`config.mk`:
```
export PLATFORM = sky130hd
export DESIGN_NAME = iir_transfer_function_filter
export DESIGN_NICKNAME = d
export VERILOG_FILES = /design/src/rtl/iirtf_pkg.sv /design/src/rtl/iir_transfer_function_filter.sv
export SDC_FILE = /design/constraint.sdc
export NUM_CORES = 2
export LEC_CHECK = 0
export BUFFER_PORTS_ARGS = -buffer_cell sky130_fd_sc_hd__buf_2
export CAP_MARGIN = 20
export CORE_MARGIN = 1.5
export CORE_UTILIZATION = 40
export CTS_BUF_LIST = sky130_fd_sc_hd__clkbuf_8 sky130_fd_sc_hd__clkbuf_16
export DETAILED_ROUTE_END_ITERATION = 7
export PLACE_DENSITY = 0.6
export SLEW_MARGIN = 15
export SYNTH_ARGS = -nofsm -noshare
export SYNTH_HDL_FRONTEND = slang
export SYNTH_SLANG_ARGS = --single-unit
export TNS_END_PERCENT = 1
```
`constraint.sdc`:
```
create_clock -name clk -period 18.6 [get_ports clk]
set_input_delay 0.93 -clock clk [delete_from_list [all_inputs] [get_ports clk]]
set_output_delay 0.93 -clock clk [all_outputs]
set_load 0.05 [all_outputs]
```
`src/rtl/iirtf_pkg.sv`:
```
package iirtf_pkg;

    // Filter order in use: 1 to MAX_ORDER delay words take part
    localparam int FILTER_ORDER = 3;
    localparam int MAX_ORDER    = 3;

    // Pin conversion: volts = (level - 30) * step, step in Q.24
    localparam logic signed [8:0]  PIN_ZERO      = 9'sd30;
    localparam logic signed [23:0] VOLT_STEP_Q24 = 24'sd377525;
    localparam logic [15:0]        FULL_SCALE    = 16'd40960;

    // Configuration register indexes
    localparam logic [2:0] REG_NUM_COEF_01   = 3'd0;
    localparam logic [2:0] REG_NUM_COEF_23   = 3'd1;
    localparam logic [2:0] REG_DEN_COEF_12   = 3'd2;
    localparam logic [2:0] REG_DEN_COEF_3    = 3'd3;
    localparam logic [2:0] REG_INPUT_GAIN    = 3'd4;
    localparam logic [2:0] REG_INPUT_OFFSET  = 3'd5;
    localparam logic [2:0] REG_OUTPUT_GAIN   = 3'd6;
    localparam logic [2:0] REG_OUTPUT_OFFSET = 3'd7;

    // Register reset values
    localparam logic [31:0]        RST_NUM_COEF_01   = 32'd1184;
    localparam logic [31:0]        RST_NUM_COEF_23   = 32'd0;
    localparam logic [31:0]        RST_DEN_COEF_12   = 32'd57369;
    localparam logic signed [15:0] RST_DEN_COEF_3    = 16'sd0;
    localparam logic signed [23:0] RST_INPUT_GAIN    = 24'sd13107;
    localparam logic signed [23:0] RST_INPUT_OFFSET  = 24'sd0;
    localparam logic signed [23:0] RST_OUTPUT_GAIN   = 24'sd655;
    localparam logic signed [23:0] RST_OUTPUT_OFFSET = 24'sd2212;

    // Sequencer steps, one multiplier issue or accumulate per step
    typedef enum logic [3:0] {
        ST_IDLE,
        ST_VOLT,
        ST_GAIN_IN,
        ST_XSUM,
        ST_A1,
        ST_A2,
        ST_A3,
        ST_W,
        ST_B1,
        ST_B2,
        ST_B3,
        ST_B0,
        ST_Y,
        ST_GAIN_OUT,
        ST_FIN
    } state_t;

    // Saturate a wide signed value to 32 bits
    function automatic logic signed [31:0] sat32(input logic signed [57:0] v);
        logic signed [31:0] r;
        if (v > 58'sd2147483647)
            r = 32'sh7FFF_FFFF;
        else if (v < -58'sd2147483648)
            r = 32'sh8000_0000;
        else
            r = v[31:0];
        return r;
    endfunction

    // Sign-extend a 16-bit coefficient to the multiplier's B width
    function automatic logic signed [23:0] coef24(input logic signed [15:0] c);
        return {{8{c[15]}}, c};
    endfunction

endpackage

```
`src/rtl/iir_transfer_function_filter.sv`:
```
// Channel  Dir  Signals                       Word
// s_       in   s_tvalid s_tready s_tdata     tdata[7:0] pin_level
// m_       out  m_tvalid m_tready m_tdata     tdata[15:0] drive_volts, tuser[0] clamped
// cfg_     in   cfg_valid cfg_ready           cfg_index[2:0], cfg_data[31:0]
//
// Each sample runs through 14 sequencer steps from accept to result, then the
// block returns to idle; a new sample is accepted only while idle. The steps
// follow from the single shared 32x24 multiplier, whose product is registered.
// Reset clears the delay words and loads the register defaults.
// A result waits in the output register; the last step holds until it is taken.
// cfg_ready is always high; write only while the block is idle.
module iir_transfer_function_filter
    import iirtf_pkg::*;
(
    input  logic        clk,
    input  logic        rst_n,
    input  logic        s_tvalid,
    output logic        s_tready,
    input  logic [7:0]  s_tdata,    // [7:0] pin_level
    output logic        m_tvalid,
    input  logic        m_tready,
    output logic [15:0] m_tdata,    // [15:0] drive_volts
    output logic [0:0]  m_tuser,    // [0] clamped
    input  logic        cfg_valid,
    output logic        cfg_ready,
    input  logic [2:0]  cfg_index,
    input  logic [31:0] cfg_data
);

    state_t state_reg, state_next;

    // Configuration registers
    logic [31:0]        num01_reg, num23_reg, den12_reg;
    logic signed [15:0] den3_reg;
    logic signed [23:0] in_gain_reg, in_off_reg, out_gain_reg, out_off_reg;

    // Filter state
    logic signed [31:0] dly_reg  [MAX_ORDER];
    logic signed [31:0] dly_next [MAX_ORDER];

    // Datapath
    logic [7:0]         lvl_reg, lvl_next;
    logic signed [55:0] prod_reg, prod_next;
    logic signed [57:0] acc_reg, acc_next;
    logic signed [31:0] hold_reg, hold_next;
    logic               out_valid_reg, out_valid_next;
    logic [15:0]        out_volts_reg, out_volts_next;
    logic               out_clamp_reg, out_clamp_next;

    // Shared multiplier
    logic signed [31:0] op_a;
    logic signed [23:0] op_b;
    logic signed [55:0] mul_res;
    logic               mul_en;

    // Coefficients, zero beyond the filter order
    logic signed [15:0] a_coef [MAX_ORDER];
    logic signed [15:0] b_coef [MAX_ORDER + 1];

    logic signed [8:0]  pin_off;
    logic signed [57:0] prod_ext;
    logic signed [57:0] volts_w, xsum_w, osum_w;
    logic signed [31:0] x_val, rnd_sat;

    assign s_tready  = (state_reg == ST_IDLE);
    assign cfg_ready = 1'b1;
    assign m_tvalid  = out_valid_reg;
    assign m_tdata   = out_volts_reg;
    assign m_tuser   = out_clamp_reg;

    assign mul_res = op_a * op_b;

    // Coefficient unpacking with order gating
    always_comb
    begin
        a_coef[0] = den12_reg[15:0];
        a_coef[1] = (1 < FILTER_ORDER) ? den12_reg[31:16] : 16'sd0;
        a_coef[2] = (2 < FILTER_ORDER) ? den3_reg : 16'sd0;
        b_coef[0] = num01_reg[15:0];
        b_coef[1] = num01_reg[31:16];
        b_coef[2] = (1 < FILTER_ORDER) ? num23_reg[15:0] : 16'sd0;
        b_coef[3] = (2 < FILTER_ORDER) ? num23_reg[31:16] : 16'sd0;
    end

    // Rounded (half up) views of the product and accumulator
    assign pin_off  = $signed({1'b0, lvl_reg}) - PIN_ZERO;
    assign prod_ext = {{2{prod_reg[55]}}, prod_reg};
    assign volts_w  = (prod_ext + 58'sd1024) >>> 11;
    assign xsum_w   = ((prod_ext + 58'sd32768) >>> 16)
                      + $signed({{34{in_off_reg[23]}}, in_off_reg});
    assign osum_w   = ((prod_ext + 58'sd32768) >>> 16)
                      + $signed({{34{out_off_reg[23]}}, out_off_reg});
    assign x_val    = sat32(xsum_w);
    assign rnd_sat  = sat32((acc_reg + 58'sd4096) >>> 13);

    // Sequencer: next state, multiplier operands and datapath updates
    always_comb
    begin
        state_next     = state_reg;
        lvl_next       = lvl_reg;
        acc_next       = acc_reg;
        hold_next      = hold_reg;
        out_volts_next = out_volts_reg;
        out_clamp_next = out_clamp_reg;
        out_valid_next = out_valid_reg && !m_tready;
        for (int k = 0; k < MAX_ORDER; k++)
            dly_next[k] = dly_reg[k];
        op_a   = 32'sd0;
        op_b   = 24'sd0;
        mul_en = 1'b0;

        unique case (state_reg)
            ST_IDLE:
            begin
                if (s_tvalid)
                begin
                    lvl_next   = s_tdata;
                    state_next = ST_VOLT;
                end
            end
            ST_VOLT:
            begin
                op_a       = {{23{pin_off[8]}}, pin_off};
                op_b       = VOLT_STEP_Q24;
                mul_en     = 1'b1;
                state_next = ST_GAIN_IN;
            end
            ST_GAIN_IN:
            begin
                op_a       = volts_w[31:0];
                op_b       = in_gain_reg;
                mul_en     = 1'b1;
                state_next = ST_XSUM;
            end
            ST_XSUM:
            begin
                acc_next   = {{26{x_val[31]}}, x_val} <<< 13;
                op_a       = dly_reg[0];
                op_b       = coef24(a_coef[0]);
                mul_en     = 1'b1;
                state_next = ST_A1;
            end
            ST_A1:
            begin
                acc_next   = acc_reg - prod_ext;
                op_a       = dly_reg[1];
                op_b       = coef24(a_coef[1]);
                mul_en     = 1'b1;
                state_next = ST_A2;
            end
            ST_A2:
            begin
                acc_next   = acc_reg - prod_ext;
                op_a       = dly_reg[2];
                op_b       = coef24(a_coef[2]);
                mul_en     = 1'b1;
                state_next = ST_A3;
            end
            ST_A3:
            begin
                acc_next   = acc_reg - prod_ext;
                state_next = ST_W;
            end
            ST_W:
            begin
                // w is kept in hold_reg until the delay line shifts
                hold_next  = rnd_sat;
                op_a       = dly_reg[0];
                op_b       = coef24(b_coef[1]);
                mul_en     = 1'b1;
                state_next = ST_B1;
            end
            ST_B1:
            begin
                acc_next   = prod_ext;
                op_a       = dly_reg[1];
                op_b       = coef24(b_coef[2]);
                mul_en     = 1'b1;
                state_next = ST_B2;
            end
            ST_B2:
            begin
                acc_next   = acc_reg + prod_ext;
                op_a       = dly_reg[2];
                op_b       = coef24(b_coef[3]);
                mul_en     = 1'b1;
                state_next = ST_B3;
            end
            ST_B3:
            begin
                acc_next   = acc_reg + prod_ext;
                op_a       = hold_reg;
                op_b       = coef24(b_coef[0]);
                mul_en     = 1'b1;
                state_next = ST_B0;
            end
            ST_B0:
            begin
                acc_next   = acc_reg + prod_ext;
                state_next = ST_Y;
            end
            ST_Y:
            begin
                // Shift w into the delay line, keep y for the output gain
                dly_next[0] = hold_reg;
                for (int k = 1; k < MAX_ORDER; k++)
                begin
                    if (k < FILTER_ORDER)
                        dly_next[k] = dly_reg[k - 1];
                end
                hold_next  = rnd_sat;
                state_next = ST_GAIN_OUT;
            end
            ST_GAIN_OUT:
            begin
                op_a       = hold_reg;
                op_b       = out_gain_reg;
                mul_en     = 1'b1;
                state_next = ST_FIN;
            end
            ST_FIN:
            begin
                // Clamp to 0..5 V once the output register is free
                if (!out_valid_reg || m_tready)
                begin
                    out_valid_next = 1'b1;
                    if (osum_w < 58'sd0)
                    begin
                        out_volts_next = 16'd0;
                        out_clamp_next = 1'b1;
                    end
                    else if (osum_w > {42'd0, FULL_SCALE})
                    begin
                        out_volts_next = FULL_SCALE;
                        out_clamp_next = 1'b1;
                    end
                    else
                    begin
                        out_volts_next = osum_w[15:0];
                        out_clamp_next = 1'b0;
                    end
                    state_next = ST_IDLE;
                end
            end
            default:
            begin
                state_next = ST_IDLE;
            end
        endcase

        prod_next = mul_en ? mul_res : prod_reg;
    end

    // Control state, delay words and configuration
    always_ff @(posedge clk or negedge rst_n)
    begin
        if (!rst_n)
        begin
            state_reg     <= ST_IDLE;
            out_valid_reg <= 1'b0;
            for (int k = 0; k < MAX_ORDER; k++)
                dly_reg[k] <= 32'sd0;
            num01_reg     <= RST_NUM_COEF_01;
            num23_reg     <= RST_NUM_COEF_23;
            den12_reg     <= RST_DEN_COEF_12;
            den3_reg      <= RST_DEN_COEF_3;
            in_gain_reg   <= RST_INPUT_GAIN;
            in_off_reg    <= RST_INPUT_OFFSET;
            out_gain_reg  <= RST_OUTPUT_GAIN;
            out_off_reg   <= RST_OUTPUT_OFFSET;
        end
        else
        begin
            state_reg     <= state_next;
            out_valid_reg <= out_valid_next;
            for (int k = 0; k < MAX_ORDER; k++)
                dly_reg[k] <= dly_next[k];
            if (cfg_valid && cfg_ready)
            begin
                unique case (cfg_index)
                    REG_NUM_COEF_01:   num01_reg    <= cfg_data;
                    REG_NUM_COEF_23:   num23_reg    <= cfg_data;
                    REG_DEN_COEF_12:   den12_reg    <= cfg_data;
                    REG_DEN_COEF_3:    den3_reg     <= cfg_data[15:0];
                    REG_INPUT_GAIN:    in_gain_reg  <= cfg_data[23:0];
                    REG_INPUT_OFFSET:  in_off_reg   <= cfg_data[23:0];
                    REG_OUTPUT_GAIN:   out_gain_reg <= cfg_data[23:0];
                    REG_OUTPUT_OFFSET: out_off_reg  <= cfg_data[23:0];
                    default:           num01_reg    <= num01_reg;
                endcase
            end
        end
    end

    // Payload registers
    always_ff @(posedge clk)
    begin
        lvl_reg       <= lvl_next;
        prod_reg      <= prod_next;
        acc_reg       <= acc_next;
        hold_reg      <= hold_next;
        out_volts_reg <= out_volts_next;
        out_clamp_reg <= out_clamp_next;
    end

endmodule
```
==> summary.txt <==
Violated checks - DRC
Crit-path slowest cell - a211o_1
Die Y - 385.1 um
WHS - 0.2583 ns
Slew @ Worst Pin - 1.235 ns
Clock slew at reported path FFs - 0.06 ns
CP Launch Type - flip-flop
Final std cells w/o fill - 8,125
Max-capacitance violation count - 0
Final wirelength - 187,600 um
Max FFs per register - 96
Die width - 385.1 um
Warnings, synthesis - 0
Initial antenna violation count - 7
RSZ-0062 raised after global routing - false
Total die area - 148,300 um2
Mapped Nets - 7,374
Count of different cell masters after synthesis - 93
CP max stage delay - 0.69 ns
Critical Path AT - 11.65 ns
Worst Setup End Kind - flip-flop
Pre-antenna DRT Iters - 8
Routed vias - 46,120
Sink Count - 480
Tmin final - 11.24 ns
GRT Util Overall - 0.2557
Hold_buf cts - 0
Yosys reg bits - 480
Crit Path Max Fanout - 22
Most frequent CP cell - fa_1
Relative slew slack - 0.1764
Largest net degree at the start of global routing - 83
FMAX - 88.94 MHz
Multi-input logic area - 40,920 um2
HP Class - input port to async pin
Nets - 7,294
# resized after CTS - 0
First-pass GRT wire length - 288,900 um
Per-cell routed wire length - 23.08 um
Top post-synthesis cells by area - fa_1, dfrtp_1, edfxtp_1, ha_1, inv_1
Via density - 5.676
Fillers - 14,090
Top_reg_cell synth - dfrtp_1
Syn_area_per_cell - 9.354 um2
H-tree depth - 2
CTS buffer count - 51
Std cell rows - 140
IO Count - 68
Initial Util - 0.4022
Max clock buf depth - 3
Worst skew pair latency - 0.66 ns
Final setup fails - 0
EDFF count, synth - 171
Synth async-reset ratio - 0.6438
Vias in the first global route - 46,770
Leading area contributor after synthesis - fa_1
Max-slew violations - 0
Drt initial violations - 3,924
Postcts setup bufs - 0
Share of layout cells above drive strength 1 - 0.1091
RePlAce Congestion - 0.9423
CTS tree - built
Core Area - 145,200 um2
ANT nets after route - 0
Outcome - complete, but fails checks
Cells after Synth - 6,244
Skew final - 0.05237 ns
Post-synthesis sequential area ratio - 0.2209
Setup TNS Final - 0 ns
Tcrit/Tclk final - 0.6045
Area of the mapped netlist - 58,410 um2
Crit Path Category - flip-flop to flip-flop
Residual DRC - 1
Post-detail-place hpwl - 143,200 um
CTS Root Cell - clkbuf_16
Synth top area share - 0.2697
CP required - 19.00 ns
Register area - 12,900 um2
Final Hold Viols - 0
GR Overflow Total - 0
Layout area overhead - 7.821%
Number of port buffers - 66
Placed Cells - 8,024
Cells on worst reg2reg path - 33
[synthesized netlist by cell type, types with 33 or more instances]
cell / n
and2_1: 62
inv_1: 978
edfxtp_1: 171
a221o_1: 35
fa_1: 787
nor3_1: 74
and3_1: 44
ha_1: 295
dfrtp_1: 282
o21ai_0: 165
a222oi_1: 35
or3_1: 33
nor2_1: 464
nand3_1: 107
nand2b_1: 38
a21o_1: 101
nand4_1: 58
xor2_1: 131
clkbuf_1: 298
a211oi_1: 34
mux2_2: 307
a21oi_1: 257
xnor2_1: 194
nand2_1: 712
a22oi_1: 67
[logic make-up after synthesis]
group                    synth area share
AND/OR/NAND/NOR                    0.1328
buffers and inverters             0.08359
adder cells (fa/ha/maj)            0.3329
AO/OA/AOI/OAI                      0.1201
flip-flops                         0.2209
XOR/XNOR                          0.04873
multiplexers                      0.06090
other                          0.00006420
[path summary, 6_finish.rpt]
path	from	end	slack, ns
max	prod_reg[22]	prod_reg[54]	7.36
min	rst_n	den12_reg[27]	0.26
max reg2reg	prod_reg[22]	prod_reg[54]	7.36
min reg2reg	hold_reg[30]	dly_reg[94]	0.50
max in group asynchronous	rst_n	dly_reg[0]	16.80
min in group clk	s_tdata[4]	lvl_reg[4]	0.49
[layout make-up]
| cell class | instances | area share |
|---|---|---|
| Sequential cell | 480 | 0.2049 |
| Multi-Input combinational cell | 4470 | 0.6497 |
| Antenna cell | 1 | 0.00003974 |
| Clock buffer | 62 | 0.02321 |
| Tap cell | 1917 | 0.03809 |
| Timing Repair Buffer | 183 | 0.02013 |
| Clock inverter | 34 | 0.005662 |
| Inverter | 978 | 0.05829 |
[layout by cell type (no fill, tap or decap), drive strengths merged, types with 31 or more instances in the layout]
master	n
nand2	712
and3	45
and2	62
o21ai	175
xor2	131
edfxtp	171
a211oi	35
dfrtp	282
inv	991
clkbuf	62
ha	295
a21oi	259
a21o	101
buf	183
nand2b	38
nand4	58
xnor2	194
or3	35
a22oi	67
mux2	307
a221o	35
nor2	470
nor3	75
fa	787
nand3	107
a222oi	35
a31oi	31
[per-layer routing]
layer | GRT usage | share of wire | vias to the layer above
li1 | - | - | 20470
met5 | 0 | 0.000069 | -
met3 | 0.04195 | 0.071 | 327
met4 | 0.07524 | 0.036 | 2
met1 | 0.3516 | 0.43 | 23590
met2 | 0.4137 | 0.46 | 1732
[per-stage QoR]
stage | instance area, um2 | utilization | worst slack [ns]
2_1_floorplan | 58410 | - | 8.526
3_5_place_dp | 61080 | 0.4206 | 7.452
3_3_place_gp | 61080 | 0.4206 | 7.690
6_report | 62980 | 0.4337 | 7.356
5_1_grt | 62970 | 0.4337 | 6.742
4_1_cts | 62900 | 0.4331 | 7.468
[critical path, delay by kind of cell (launching register included)]
kind                     cells  cell delay [ns]
AND/OR/NAND/NOR             10             2.80
adder cells (fa/ha/maj)      8             4.30
AO/OA/AOI/OAI                8             2.45
flip-flops                   1             0.58
XOR/XNOR                     2             0.29
buffers and inverters        5             0.57
Power is left out: the tool's default activity adds up to more than one toggle a clock period on the data nets, which glitch-free logic cannot reach.
